$ cat src/rtl/sjs_pkg.sv
// ----------------------------------------------------------------------------
// sjs_pkg
// Shared types and codes of the stepper jog sequencer.
// ----------------------------------------------------------------------------
package sjs_pkg;

  // Register indexes of the configuration port
  localparam logic [1:0] REG_IDLE_TIMEOUT    = 2'd0;
  localparam logic [1:0] REG_RELEASE_TIMEOUT = 2'd1;
  localparam logic [1:0] REG_HYSTERESIS      = 2'd2;
  localparam logic [1:0] REG_RUN_SPEED       = 2'd3;

  // Reset values of the configuration registers
  localparam logic [15:0] IDLE_TIMEOUT_RST    = 16'd20000;
  localparam logic [15:0] RELEASE_TIMEOUT_RST = 16'd1000;
  localparam logic [7:0]  HYSTERESIS_RST      = 8'd5;
  localparam logic [14:0] RUN_SPEED_RST       = 15'd256;

  // Depth of the queue between classifier and sequencer
  localparam int QUEUE_DEPTH_DEF = 2;

  // Analog class codes
  localparam logic [1:0] CL_OPEN = 2'd0;
  localparam logic [1:0] CL_LOW  = 2'd1;
  localparam logic [1:0] CL_HIGH = 2'd2;

  // Motor command codes
  localparam logic [2:0] CMD_NONE    = 3'd0;
  localparam logic [2:0] CMD_RUN_FWD = 3'd1;
  localparam logic [2:0] CMD_RUN_BWD = 3'd2;
  localparam logic [2:0] CMD_STOP    = 3'd3;
  localparam logic [2:0] CMD_SLEEP   = 3'd4;

  // One control pass as it arrives
  typedef struct packed {
    logic       sample_valid;
    logic [9:0] supply_level;
    logic [9:0] output_level;
    logic       stop_pressed;
    logic       forward_pressed;
    logic       backward_pressed;
    logic       front_limit;
    logic       rear_limit;
    logic [7:0] elapsed_ticks;
  } in_item_t;

  // One result of a pass
  typedef struct packed {
    logic [2:0]        motor_command;
    logic signed [15:0] drive_speed;
    logic [2:0]        sequence_state;
    logic [1:0]        analog_class;
    logic              fault_led;
  } out_item_t;

  // Classified pass handed from front to back
  typedef struct packed {
    logic       stop_pressed;
    logic       forward_pressed;
    logic       backward_pressed;
    logic       front_limit;
    logic       rear_limit;
    logic [7:0] elapsed_ticks;
    logic [1:0] level_class;
  } q_item_t;

  // Queue write side
  typedef struct packed {
    logic    push;
    q_item_t data;
  } q_wr_t;

  // Queue read side
  typedef struct packed {
    logic    valid;
    q_item_t data;
  } q_rd_t;

  // Configuration register set
  typedef struct packed {
    logic [15:0] idle_timeout;
    logic [15:0] release_timeout;
    logic [7:0]  hysteresis;
    logic [14:0] run_speed;
  } cfg_t;

endpackage

$ cat src/rtl/sjs_front.sv
// ----------------------------------------------------------------------------
// sjs_front
// Accepts passes, classifies the output level and queues the classified pass.
// ----------------------------------------------------------------------------
module sjs_front import sjs_pkg::*; (
  input  logic     clk,
  input  logic     rst_n,
  input  logic     in_valid,
  output logic     in_stall,
  input  in_item_t in_data,
  input  logic     q_full,
  input  logic [7:0] hysteresis,
  output q_wr_t    q_wr
);

  logic [1:0] level_class_r;
  logic [1:0] level_class_nxt;
  logic [1:0] class_new;
  logic       accept;

  logic signed [11:0] sup_s;
  logic signed [11:0] out_s;
  logic signed [11:0] quarter_s;
  logic signed [11:0] hyst_s;
  logic signed [11:0] lo_up;
  logic signed [11:0] lo_dn;
  logic signed [11:0] hi_up;
  logic signed [11:0] hi_dn;

  assign in_stall = q_full;
  assign accept   = in_valid && !q_full;

  // Thresholds around supply/4 and supply - supply/4
  always_comb begin
    sup_s     = $signed({2'b00, in_data.supply_level});
    out_s     = $signed({2'b00, in_data.output_level});
    quarter_s = $signed({4'b0000, in_data.supply_level[9:2]});
    hyst_s    = $signed({4'b0000, hysteresis});
    lo_up     = quarter_s + hyst_s;
    lo_dn     = quarter_s - hyst_s;
    hi_up     = sup_s - quarter_s + hyst_s;
    hi_dn     = sup_s - quarter_s - hyst_s;
  end

  // Hysteresis classifier
  always_comb begin
    case (level_class_r)
      CL_LOW: begin
        if (out_s > lo_up) class_new = (out_s > hi_up) ? CL_HIGH : CL_OPEN;
        else               class_new = CL_LOW;
      end
      CL_HIGH: begin
        if (out_s < hi_dn) class_new = (out_s < lo_dn) ? CL_LOW : CL_OPEN;
        else               class_new = CL_HIGH;
      end
      default: begin
        if (out_s < lo_dn)      class_new = CL_LOW;
        else if (out_s > hi_up) class_new = CL_HIGH;
        else                    class_new = CL_OPEN;
      end
    endcase
    level_class_nxt = (in_data.sample_valid) ? class_new : level_class_r;
  end

  // Kept class
  always_ff @(posedge clk) begin
    if (!rst_n) begin
      level_class_r <= CL_OPEN;
    end else if (accept) begin
      level_class_r <= level_class_nxt;
    end
  end

  // Queue entry
  always_comb begin
    q_wr.push                  = accept;
    q_wr.data.stop_pressed     = in_data.stop_pressed;
    q_wr.data.forward_pressed  = in_data.forward_pressed;
    q_wr.data.backward_pressed = in_data.backward_pressed;
    q_wr.data.front_limit      = in_data.front_limit;
    q_wr.data.rear_limit       = in_data.rear_limit;
    q_wr.data.elapsed_ticks    = in_data.elapsed_ticks;
    q_wr.data.level_class      = level_class_nxt;
  end

endmodule

$ cat src/rtl/sjs_queue.sv
// ----------------------------------------------------------------------------
// sjs_queue
// Short first-word-fall-through queue between classifier and sequencer.
// ----------------------------------------------------------------------------
module sjs_queue import sjs_pkg::*; #(
  parameter int DEPTH = QUEUE_DEPTH_DEF
) (
  input  logic  clk,
  input  logic  rst_n,
  input  q_wr_t q_wr,
  output logic  q_full,
  input  logic  q_pop,
  output q_rd_t q_rd
);

  localparam int AW = (DEPTH > 1) ? $clog2(DEPTH) : 1;
  localparam int CW = $clog2(DEPTH + 1);
  localparam logic [AW-1:0] LAST = AW'(DEPTH - 1);
  localparam logic [CW-1:0] FULL = CW'(DEPTH);

  q_item_t       entry_r [DEPTH];
  logic [AW-1:0] wr_ptr_r;
  logic [AW-1:0] rd_ptr_r;
  logic [CW-1:0] count_r;
  logic [CW-1:0] count_nxt;
  logic          do_push;
  logic          do_pop;

  assign q_full     = (count_r == FULL);
  assign do_push    = q_wr.push && !q_full;
  assign do_pop     = q_pop && (count_r != '0);
  assign q_rd.valid = (count_r != '0);
  assign q_rd.data  = entry_r[rd_ptr_r];

  always_comb begin
    count_nxt = count_r;
    if (do_push && !do_pop)      count_nxt = count_r + CW'(1);
    else if (do_pop && !do_push) count_nxt = count_r - CW'(1);
  end

  // Pointers and fill level
  always_ff @(posedge clk) begin
    if (!rst_n) begin
      wr_ptr_r <= '0;
      rd_ptr_r <= '0;
      count_r  <= '0;
    end else begin
      count_r <= count_nxt;
      if (do_push) wr_ptr_r <= (wr_ptr_r == LAST) ? '0 : wr_ptr_r + AW'(1);
      if (do_pop)  rd_ptr_r <= (rd_ptr_r == LAST) ? '0 : rd_ptr_r + AW'(1);
    end
  end

  // Entry storage
  always_ff @(posedge clk) begin
    if (do_push) entry_r[wr_ptr_r] <= q_wr.data;
  end

endmodule

$ cat src/rtl/sjs_back.sv
// ----------------------------------------------------------------------------
// sjs_back
// Jog sequencer: phase machine, countdown timer and registered result.
// ----------------------------------------------------------------------------
module sjs_back import sjs_pkg::*; (
  input  logic      clk,
  input  logic      rst_n,
  input  q_rd_t     q_rd,
  output logic      q_pop,
  input  cfg_t      cfg,
  output logic      out_valid,
  input  logic      out_stall,
  output out_item_t out_data
);

  typedef enum logic [2:0] {
    PH_SLEEP   = 3'd0,
    PH_WAIT    = 3'd1,
    PH_FWD     = 3'd2,
    PH_BWD     = 3'd3,
    PH_RELEASE = 3'd4
  } phase_t;

  phase_t      phase_r;
  phase_t      phase_nxt;
  logic [15:0] countdown_r;
  logic [15:0] countdown_nxt;
  logic [15:0] cd_mid;
  logic [1:0]  class_at_start_r;
  logic [1:0]  class_at_start_nxt;
  logic [2:0]  cmd;
  logic [15:0] speed;
  logic        opp;
  logic        lim;
  logic        out_valid_r;
  out_item_t   out_data_r;
  q_item_t     it;

  assign it        = q_rd.data;
  assign q_pop     = q_rd.valid && (!out_valid_r || !out_stall);
  assign out_valid = out_valid_r;
  assign out_data  = out_data_r;

  // Next phase, command and countdown for the head request
  always_comb begin
    phase_nxt          = phase_r;
    cd_mid             = countdown_r;
    class_at_start_nxt = class_at_start_r;
    cmd                = CMD_NONE;
    speed              = '0;
    opp                = (phase_r == PH_FWD) ? it.backward_pressed : it.forward_pressed;
    lim                = (phase_r == PH_FWD) ? it.front_limit : it.rear_limit;
    unique case (phase_r)
      PH_SLEEP: begin
        if (it.forward_pressed || it.backward_pressed) begin
          cd_mid    = cfg.idle_timeout;
          phase_nxt = PH_WAIT;
        end
      end
      PH_WAIT: begin
        if (it.forward_pressed && !it.front_limit) begin
          class_at_start_nxt = it.level_class;
          cmd                = CMD_RUN_FWD;
          speed              = {1'b0, cfg.run_speed};
          phase_nxt          = PH_FWD;
        end else if (it.backward_pressed && !it.rear_limit) begin
          class_at_start_nxt = it.level_class;
          cmd                = CMD_RUN_BWD;
          speed              = 16'(16'd0 - {1'b0, cfg.run_speed});
          phase_nxt          = PH_BWD;
        end else if (countdown_r == '0) begin
          cmd       = CMD_SLEEP;
          phase_nxt = PH_SLEEP;
        end
      end
      PH_FWD, PH_BWD: begin
        if (it.stop_pressed || opp || lim || (it.level_class != class_at_start_r)) begin
          cmd       = CMD_STOP;
          cd_mid    = cfg.release_timeout;
          phase_nxt = PH_RELEASE;
        end
      end
      PH_RELEASE: begin
        if (!it.stop_pressed && !it.forward_pressed && !it.backward_pressed &&
            (countdown_r == '0)) begin
          cd_mid    = cfg.idle_timeout;
          phase_nxt = PH_WAIT;
        end
      end
      default: phase_nxt = PH_WAIT;
    endcase
    // Tick countdown, saturating at zero
    countdown_nxt = (cd_mid > {8'd0, it.elapsed_ticks}) ?
                    (cd_mid - {8'd0, it.elapsed_ticks}) : '0;
  end

  // Sequencer state
  always_ff @(posedge clk) begin
    if (!rst_n) begin
      phase_r          <= PH_SLEEP;
      countdown_r      <= '0;
      class_at_start_r <= CL_OPEN;
    end else if (q_pop) begin
      phase_r          <= phase_nxt;
      countdown_r      <= countdown_nxt;
      class_at_start_r <= class_at_start_nxt;
    end
  end

  // Result register
  always_ff @(posedge clk) begin
    if (!rst_n) begin
      out_valid_r <= 1'b0;
    end else if (q_pop) begin
      out_valid_r <= 1'b1;
    end else if (!out_stall) begin
      out_valid_r <= 1'b0;
    end
  end

  always_ff @(posedge clk) begin
    if (q_pop) begin
      out_data_r.motor_command  <= cmd;
      out_data_r.drive_speed    <= $signed(speed);
      out_data_r.sequence_state <= phase_nxt;
      out_data_r.analog_class   <= it.level_class;
      out_data_r.fault_led      <= (it.level_class != CL_OPEN);
    end
  end

endmodule

$ cat src/rtl/stepper_jog_sequencer.sv
// ----------------------------------------------------------------------------
// stepper_jog_sequencer
// Jog controller for a stepper drive: analog class tracking and run/stop/sleep
// sequencing, one result per control pass.
// ----------------------------------------------------------------------------
//  channel | direction | handshake          | payload
//  in_     | input     | in_valid/in_stall  | in_item_t   (one control pass)
//  out_    | output    | out_valid/out_stall| out_item_t  (one result)
//  cfg_    | input     | cfg_valid/cfg_ready| cfg_index, cfg_data
//
// A pass is classified in the cycle it is accepted and queued; the sequencer
// takes one pass per cycle from the queue while no result is held by out_stall,
// so one pass per cycle is sustained; results are registered behind the queue.
// in_stall rises only when the queue is full; the queue absorbs out_stall.
// Synchronous reset clears phase, countdown, classes and the queue, and
// loads the register defaults. Configuration is always ready.
// ----------------------------------------------------------------------------
module stepper_jog_sequencer import sjs_pkg::*; #(
  parameter int QUEUE_DEPTH = QUEUE_DEPTH_DEF
) (
  input  logic        clk,
  input  logic        rst_n,
  input  logic        in_valid,
  output logic        in_stall,
  input  in_item_t    in_data,
  output logic        out_valid,
  input  logic        out_stall,
  output out_item_t   out_data,
  input  logic        cfg_valid,
  output logic        cfg_ready,
  input  logic [1:0]  cfg_index,
  input  logic [15:0] cfg_data
);

  cfg_t  cfg_r;
  q_wr_t q_wr;
  q_rd_t q_rd;
  logic  q_full;
  logic  q_pop;

  assign cfg_ready = 1'b1;

  // Configuration registers
  always_ff @(posedge clk) begin
    if (!rst_n) begin
      cfg_r.idle_timeout    <= IDLE_TIMEOUT_RST;
      cfg_r.release_timeout <= RELEASE_TIMEOUT_RST;
      cfg_r.hysteresis      <= HYSTERESIS_RST;
      cfg_r.run_speed       <= RUN_SPEED_RST;
    end else if (cfg_valid && cfg_ready) begin
      unique case (cfg_index)
        REG_IDLE_TIMEOUT:    cfg_r.idle_timeout    <= cfg_data;
        REG_RELEASE_TIMEOUT: cfg_r.release_timeout <= cfg_data;
        REG_HYSTERESIS:      cfg_r.hysteresis      <= cfg_data[7:0];
        REG_RUN_SPEED:       cfg_r.run_speed       <= cfg_data[14:0];
        default: ;
      endcase
    end
  end

  sjs_front u_front (
    .clk        (clk),
    .rst_n      (rst_n),
    .in_valid   (in_valid),
    .in_stall   (in_stall),
    .in_data    (in_data),
    .q_full     (q_full),
    .hysteresis (cfg_r.hysteresis),
    .q_wr       (q_wr)
  );

  sjs_queue #(
    .DEPTH (QUEUE_DEPTH)
  ) u_queue (
    .clk    (clk),
    .rst_n  (rst_n),
    .q_wr   (q_wr),
    .q_full (q_full),
    .q_pop  (q_pop),
    .q_rd   (q_rd)
  );

  sjs_back u_back (
    .clk       (clk),
    .rst_n     (rst_n),
    .q_rd      (q_rd),
    .q_pop     (q_pop),
    .cfg       (cfg_r),
    .out_valid (out_valid),
    .out_stall (out_stall),
    .out_data  (out_data)
  );

  // Fault LED follows the reported class
  a_fault_led: assert property (@(posedge clk) disable iff (!rst_n)
    out_valid |-> (out_data.fault_led == (out_data.analog_class != CL_OPEN)))
    else $error("fault_led does not match analog_class");

  // Only run commands carry a speed
  a_speed_zero: assert property (@(posedge clk) disable iff (!rst_n)
    (out_valid && (out_data.motor_command != CMD_RUN_FWD) &&
     (out_data.motor_command != CMD_RUN_BWD)) |-> (out_data.drive_speed == '0))
    else $error("nonzero drive_speed without a run command");

  // No result right after reset
  a_reset_empty: assert property (@(posedge clk)
    (rst_n && !$past(rst_n)) |-> !out_valid)
    else $error("result present right after reset");

  // The queue only fills while results back up
  a_stall_cause: assert property (@(posedge clk) disable iff (!rst_n)
    (in_stall && !$past(in_stall)) |-> $past(q_rd.valid && !q_pop))
    else $error("input stalled without a backed-up queue");

endmodule

$ cat config.mk
export PLATFORM = sky130hd
export DESIGN_NAME = stepper_jog_sequencer
export DESIGN_NICKNAME = d
export VERILOG_FILES = /design/src/rtl/sjs_pkg.sv /design/src/rtl/sjs_front.sv /design/src/rtl/sjs_queue.sv /design/src/rtl/sjs_back.sv /design/src/rtl/stepper_jog_sequencer.sv
export SDC_FILE = /design/constraint.sdc
export NUM_CORES = 1
export LEC_CHECK = 0
export ABC_CLOCK_PERIOD_IN_PS = 4100
export BUFFER_PORTS_ARGS = -buffer_cell sky130_fd_sc_hd__buf_4
export CAP_MARGIN = 10
export CELL_PAD_IN_SITES_DETAIL_PLACEMENT = 0
export CELL_PAD_IN_SITES_GLOBAL_PLACEMENT = 2
export CORE_ASPECT_RATIO = 1.25
export CORE_MARGIN = 5
export CORE_UTILIZATION = 34
export DETAILED_ROUTE_END_ITERATION = 12
export GPL_TIMING_DRIVEN = 0
export PLACE_DENSITY_LB_ADDON = 0.1
export SYNTH_ARGS = -nofsm -noshare
export SYNTH_HDL_FRONTEND = slang
export SYNTH_SLANG_ARGS = --single-unit
$ cat constraint.sdc
create_clock -name clk -period 4.1 [get_ports clk]
set_input_delay 0.41 -clock clk [delete_from_list [all_inputs] [get_ports clk]]
set_output_delay 0.41 -clock clk [all_outputs]
set_load 0.01 [all_outputs]
==> impl_metrics.toml, run 1 <==
[placement]
port_buffers = 82
place_ws_ns = -1.12
dp.cells = 1458
routabilityCongestion = 0.810
dp_hpwl_um = 21800

[critical_path]
slowest_stage = "fa_2"
worstSetupPathType = "in2reg"
cp_data_required_time_ns = 4.26
reg2reg_from = "cfg_r[16]$_SDFFE_PN0P_"
crit_path_max_incr_delay_ns = 0.37
reg2reg_slack_ns = 0.09
critPathLaunchType = "input pin"
worstSetupStartpoint = "in_data[23]"
cp.arrival_ns = 4.50
critPathCaptureType = "flop"
crit_fanout = 5
rr_endpoint = "u_queue.entry_r[1][1]$_DFFE_PP_"
reg2regPathDepth = 18

[yosys]
ys_warn_count = 0
synth_cell_types = 81
synth_fp_nets = 1182
synth_top_area_share = 0.181
syn_area_sq_mm = 0.00927
synth.avg_cell_area_sq_um = 9.01
synth-edff-count = 55
yosys.area.top_type = "dfxtp_1"
async_flop_share = 0
synth_cells = 1029
ys_top_cells_by_area = "dfxtp_1, edfxtp_1, ha_1"
yosys-top-cells-count = "nand2_1, ha_1, dfxtp_1, nor2_1, inv_1"
ys.flop_type = "dfxtp_1"
ys_seq_elements = 139
yosys.cell_count.top_type = "nand2_1"
ys_seq_area_frac = 0.360

[run_status]
failed_checks = "setup timing"
status = "finished with violations"

[global_route]
grt_antenna_before_repair = 0
grt_pass1_vias = 7949
grt_usage = 0.184
grt_pass1_wl_um = 43200
grt-ovfl-total = 0
grt_max_degree = 26

[drt]
drc = 0
ant_nets = 0
vias = 7787
wl_per_cell_um = 18.3
firstDrtPassIters = 4
drt_iter0_drc = 267
drt_wl_total_um = 27900
vias_per_cell = 5.10

[finish]
layout-drive-gt1-share = 0.206
utilization = 0.432
fillers = 2750
area.growth.synth_to_final_pct = 25.1
layout.nets = 1321
final_cells = 1526
num_antenna_cells = 0

[sta]
setup-tns-final_ns = -0.650
rsz0062_at_grt = "true"
period_share = 1.06
layout_min_cycle_time_ns = 4.34
setup_slack_ns = -0.244
fmax_mhz = 230
hold_slack_ns = 0.163
finClkSkew_ns = 0.00771
worst_pin_slew_ns = 1.10
hold_violations = 0
max-slew-margin-rel = 0.260
slew_violations = 0
final-setup-viol-count = 3

[power]
cellPowerDensity_mw_per_mm2 = 580
ir_drop_mv = 0.272
leakage_nw = 4.64

[clock_tree]
hold_buffers = 0
clock_path_buffers = 2
cts_root_buffer = "clkbuf_16"
cts_buffers = 17
clk_latency_ns = 0.43
ctsHtreeMaxLevel = 4
clkTransAtPathRegs_ns = 0.06
cts_tree = "yes"
numClockSinks = 139

[worst_hold_path]
hold_path_class = "in2reg"
hold_start = "in_data[6]"
hold_end = "u_queue.entry_r[1][8]$_DFFE_PP_"
hold_path_depth = 1

[die]
initial_core_util = 0.345
die-area_sq_mm = 0.0307
num_rows = 67
core_sq_mm = 0.0268
num_io_pins = 85
die_w_um = 158
die_height_um = 195

[job]
maxCapViolCount = 0
## stage by stage
| step | power, mW | instance area, sq um |
|---|---|---|
| 6_report | 6.73 | 11600 |
| 5_1_grt | 7.19 | 11600 |
| 4_1_cts | 6.59 | 11300 |
| 3_5_place_dp | 4.92 | 10400 |
| 3_3_place_gp | 4.88 | 10400 |
| 2_1_floorplan | 3.99 | 9340 |
## sequential cells by signal, indices dropped and copies added (netlist names), named ones only
| signal | cells |
|---|---|
| u_back.class_at_start_r | 2 |
| u_queue.rd_ptr_r | 1 |
| u_back.phase_r | 3 |
| u_queue.entry_r | 30 |
| u_queue.wr_ptr_r | 1 |
| u_back.countdown_r | 16 |
| cfg_r | 55 |
| u_front.level_class_r | 2 |
| u_queue.count_r | 2 |
| u_back.out_data | 25 |
| u_back.out_valid | 1 |
## layer usage
metal,vias up,GRT usage,wire (um)
li1,3962,-,-
met1,3709,0.209,11200
met2,87,0.348,15400
met3,29,0.0258,720
met4,0,0.0558,546
met5,-,0,0
## layout make-up
type	count	area, sq um	share of cell area
plain buffers	37	218	0.0188
clock buffers	19	433	0.0373
clock inverters	13	101	0.00874
inverters	71	279	0.0241
multi-input cells	779	5840	0.504
flip-flops and latches	139	3340	0.288
well taps	345	432	0.0372
repair buffers	123	955	0.0823
## timing repair
item | CTS | global route
resized for setup | 43 | 37
hold endpoints to repair | 0 | 0
cloned | 0 | 0
setup endpoints to repair | 22 | 22
setup buffers | 21 | 17
pin swaps | 20 | 15
## critical path: cells and delay by family
family	cells	cell delay [ns]
buffers and inverters	6	0.53
xor gates and xnor gates	2	0.35
AOI/OAI and AO/OA	10	1.62
adders and majority gates	4	1.06
and+or+nand+nor	3	0.52
## kinds of logic after synthesis
| group | Yosys count | share of synthesized area |
|---|---|---|
| AND/OR/NAND/NOR | 356 | 0.179 |
| AO/OA/AOI/OAI | 255 | 0.204 |
| flip-flops | 139 | 0.360 |
| buffers and inverters | 111 | 0.0497 |
| adder cells (fa/ha/maj) | 96 | 0.134 |
| XOR/XNOR | 58 | 0.0556 |
| multiplexers | 13 | 0.0174 |
| other | 1 | 0.000405 |
## cell usage in the layout, fill, tap and decap left out, types with 36 or more instances in the layout
cell      instances
buf_4           120
nand2_1         159
a21oi_1          42
ha_1             86
nor2_1           73
dfxtp_1          82
xnor2_1          40
a21boi_0         36
inv_1            65
edfxtp_1         55
## worst max path at each step
stage / endpoint / slack, ns / cells after the start
final: u_queue.entry_r[1][1]$_DFFE_PP_ / -0.24 / 25
after global routing: u_queue.entry_r[0][1]$_DFFE_PP_ / -0.39 / 25
after CTS: u_queue.entry_r[1][1]$_DFFE_PP_ / -0.30 / 22
after detailed placement: u_queue.entry_r[0][1]$_DFFE_PP_ / -1.12 / 21
after global placement: u_queue.entry_r[1][1]$_DFFE_PP_ / -1.08 / 21
after floorplan: u_queue.entry_r[0][1]$_DFFE_PP_ / -0.1 / 23
## report_power, final
group | switching, mW | total, mW | internal [mW]
clock network | 0.608 | 1.43 | 0.825
logic | 1.86 | 3.39 | 1.54
registers | 0.142 | 1.90 | 1.76
Power figures use the tool's default switching activity.
==> inputs of run 2 (changes only) <==
Settings changed: CORE_UTILIZATION 34 to 35, SYNTH_HIERARCHICAL set to 1.
==> run 2 against run 1 <==
Against the previous run:
- the flow still finishes with violations (setup timing)
- critical path depth decreased by 2
- via count decreased by 2.0%
- worst hold slack improved by 0.00066 ns
- clock power about the same
- cell area increased by 2.9%
- die area increased by 0.43%
- area after synthesis increased by 3.4%
- worst setup slack improved by 0.16 ns
- combinational power increased by 22%
- first-iteration DRC count increased by 22%
- clock skew increased by 0.00053 ns
- global-route usage decreased by 0.22 points
- highest routed layer unchanged
==> impl_metrics.toml, run 2 <==
[sta]
finClkSkew_ns = 0.00824
setup_slack_ns = -0.0865
hold_violations = 0
max-slew-margin-rel = 0.478
rsz0062_at_grt = "true"
fmax_mhz = 239
period_share = 1.02
layout_min_cycle_time_ns = 4.19
slew_violations = 0
final-setup-viol-count = 4
worst_pin_slew_ns = 0.783

[yosys]
ys.flop_type = "dfxtp_1"
synth.avg_cell_area_sq_um = 9.51
yosys-top-cells-count = "nand2_1, ha_1, dfxtp_1, inv_1, nor2_1"
ys_warn_count = 6
ys_top_cells_by_area = "dfxtp_1, edfxtp_1, ha_1"
synth-edff-count = 55
ys_seq_elements = 139
ys_seq_area_frac = 0.348
synth_top_area_share = 0.175
syn_area_sq_mm = 0.00958
synth_cells = 1008
yosys.area.top_type = "dfxtp_1"
yosys.cell_count.top_type = "nand2_1"
async_flop_share = 0
synth_cell_types = 86
synth_fp_nets = 1160

[critical_path]
critPathCaptureType = "flop"
reg2regPathDepth = 17
cp.arrival_ns = 4.36
reg2reg_from = "cfg_r[16]$_SDFFE_PN0P_"
reg2reg_slack_ns = 0.16
worstSetupPathType = "in2reg"
crit_fanout = 6
rr_endpoint = "u_queue/entry_r[0][1]$_DFFE_PP_"
cp_data_required_time_ns = 4.27
critPathLaunchType = "input pin"

[finish]
utilization = 0.443
layout-drive-gt1-share = 0.260
layout.nets = 1287
largest_reg_flops = 55
num_antenna_cells = 0
area.growth.synth_to_final_pct = 24.5
fillers = 2688
layout_common_cells = "buf_4, nand2_1, dfxtp_1"
regMostFlops = "cfg_r"
final_common_cell = "buf_4"

[worst_hold_path]
hold_end = "u_queue/entry_r[0][7]$_DFFE_PP_"
hold_path_class = "in2reg"
hold_path_depth = 1
hold_start = "in_data[5]"

[die]
die-area_sq_mm = 0.0308
initial_core_util = 0.356
die_w_um = 158
num_io_pins = 85
die_height_um = 195
num_rows = 67
core_sq_mm = 0.0269

[global_route]
grt_max_degree = 24
grt_antenna_before_repair = 0
grt_usage = 0.182
grt_pass1_vias = 7785
grt-ovfl-total = 0
grt_pass1_wl_um = 42900

[power]
finalPower_mw = 7.51
cellPowerDensity_mw_per_mm2 = 629
leakage_nw = 5.06
ir_drop_mv = 0.476

[job]
maxCapViolCount = 0

[drt]
wl_per_cell_um = 18.7
vias_per_cell = 5.11
firstDrtPassIters = 4
drt_iter0_drc = 325
drc = 0
vias = 7634
ant_nets = 0
drt_wl_total_um = 28000

[clock_tree]
ctsHtreeMaxLevel = 4
cts_root_buffer = "clkbuf_16"
cts_buffers = 17
clock_path_buffers = 2
clkTransAtPathRegs_ns = 0.06
clk_latency_ns = 0.43
cts_tree = "yes"
numClockSinks = 139

[placement]
dp_hpwl_um = 22300
port_buffers = 70
routabilityCongestion = 0.806

[run_status]
status = "finished with violations"
failed_checks = "setup timing"
## run 2: cell count changes after synthesis, sizes merged, moves of 11 or more
cell,before,now
o21ai,26,40
a21boi,38,6
clkbuf,29,17
mux2,2,15
a22o,13,2
nand2,159,93
nor2b,16,42
a31oi,17,1
nor2,77,60
mux2i,9,49
buf,11,35
## run 2: power by group
part,leakage (nW),internal [mW],switching (mW)
Combinational,3.60,1.92,2.20
Clock,0.254,0.824,0.593
Sequential,1.21,1.79,0.174
Total,5.06,4.54,2.97
## run 2: critical path, stage by stage
cell and delay, ns:
buf_8 0.11, inv_2 0.05, ha_1 0.25, nor2b_1 0.15
o2111ai_2 0.26, nand2_2 0.11, nor2_4 0.15, nor2b_1 0.06
o21ai_0 0.18, nand2b_1 0.12, xor2_2 0.17, ha_1 0.31
a211oi_2 0.29, o21ai_1 0.11, xnor2_1 0.16, ha_1 0.34
buf_4 0.13, nand3_2 0.10, buf_4 0.16, o21ai_0 0.24
nand2_1 0.11, a32oi_2 0.28, a21oi_2 0.10
## run 2: cell families (layout without fill, tap and decap cells)
family / Yosys count / after routing / share of synthesized area
AND/OR/NAND/NOR: 327 / 327 / 0.183
AO/OA/AOI/OAI: 198 / 198 / 0.156
flip-flops: 139 / 139 / 0.348
buffers and inverters: 125 / 265 / 0.0615
adder cells (fa/ha/maj): 95 / 95 / 0.129
multiplexers: 64 / 64 / 0.0688
XOR/XNOR: 59 / 59 / 0.0539
other: 1 / 1 / 0.000391
## run 2: timing repair
action / in CTS / in global routing
gates resized for setup: 64 / 39
buffers inserted: 30 / 8
cloned: 1 / 0
setup endpoints to repair: 22 / 22
pin swaps: 51 / 28
hold buffers: 0 / 0
## run 2: per-layer routing
| metal | track usage | part of all wire | wire length, um |
|---|---|---|---|
| met1 | 0.202 | 0.40 | 11200 |
| met4 | 0.0582 | 0.016 | 437 |
| met5 | 0 | 0 | 0 |
| met3 | 0.0292 | 0.025 | 706 |
| met2 | 0.346 | 0.56 | 15600 |
## run 2: cell type report
class / count / area (sq um) / share of cell area
buffer: 49 / 340 / 0.0285
clock buffer: 19 / 433 / 0.0363
clock inverter: 13 / 105 / 0.00881
inverter: 73 / 287 / 0.0240
multi-input combinational: 744 / 6090 / 0.511
sequential: 139 / 3340 / 0.280
tap: 345 / 432 / 0.0362
timing repair buffer: 111 / 903 / 0.0757
## run 2: how the worst max path moves through the flow
stage,from,to,slack (ns),cells after the start
3_5_place_dp,in_data[26],u_queue/entry_r[0][1]$_DFFE_PP_,-1.01,22
5_1_grt,in_data[26],u_queue/entry_r[1][1]$_DFFE_PP_,-0.26,24
6_report,in_data[26],u_queue/entry_r[0][1]$_DFFE_PP_,-0.09,23
4_1_cts,in_data[23],u_queue/entry_r[0][1]$_DFFE_PP_,-0.1,23
3_3_place_gp,flop,u_back/countdown_r[12]$_SDFFE_PN0P_,-1.04,20
2_1_floorplan,in_data[23],u_queue/entry_r[0][1]$_DFFE_PP_,-0.07,21
## run 2: stage by stage
stage               hold WS (ns)  worst slack (ns)  TNS, ns  instances  cell area [sq um]
floorplan                  0.430           -0.0722   -0.144       1008               9650
global placement           0.446             -1.04   -19.63       1423              10600
detailed placement         0.448             -1.01   -19.13       1425              10600
CTS                        0.142           -0.0980   -0.202       1487              11700
global route               0.144            -0.260    -1.10       1493              11900
finish                     0.163           -0.0865   -0.254       1493              11900
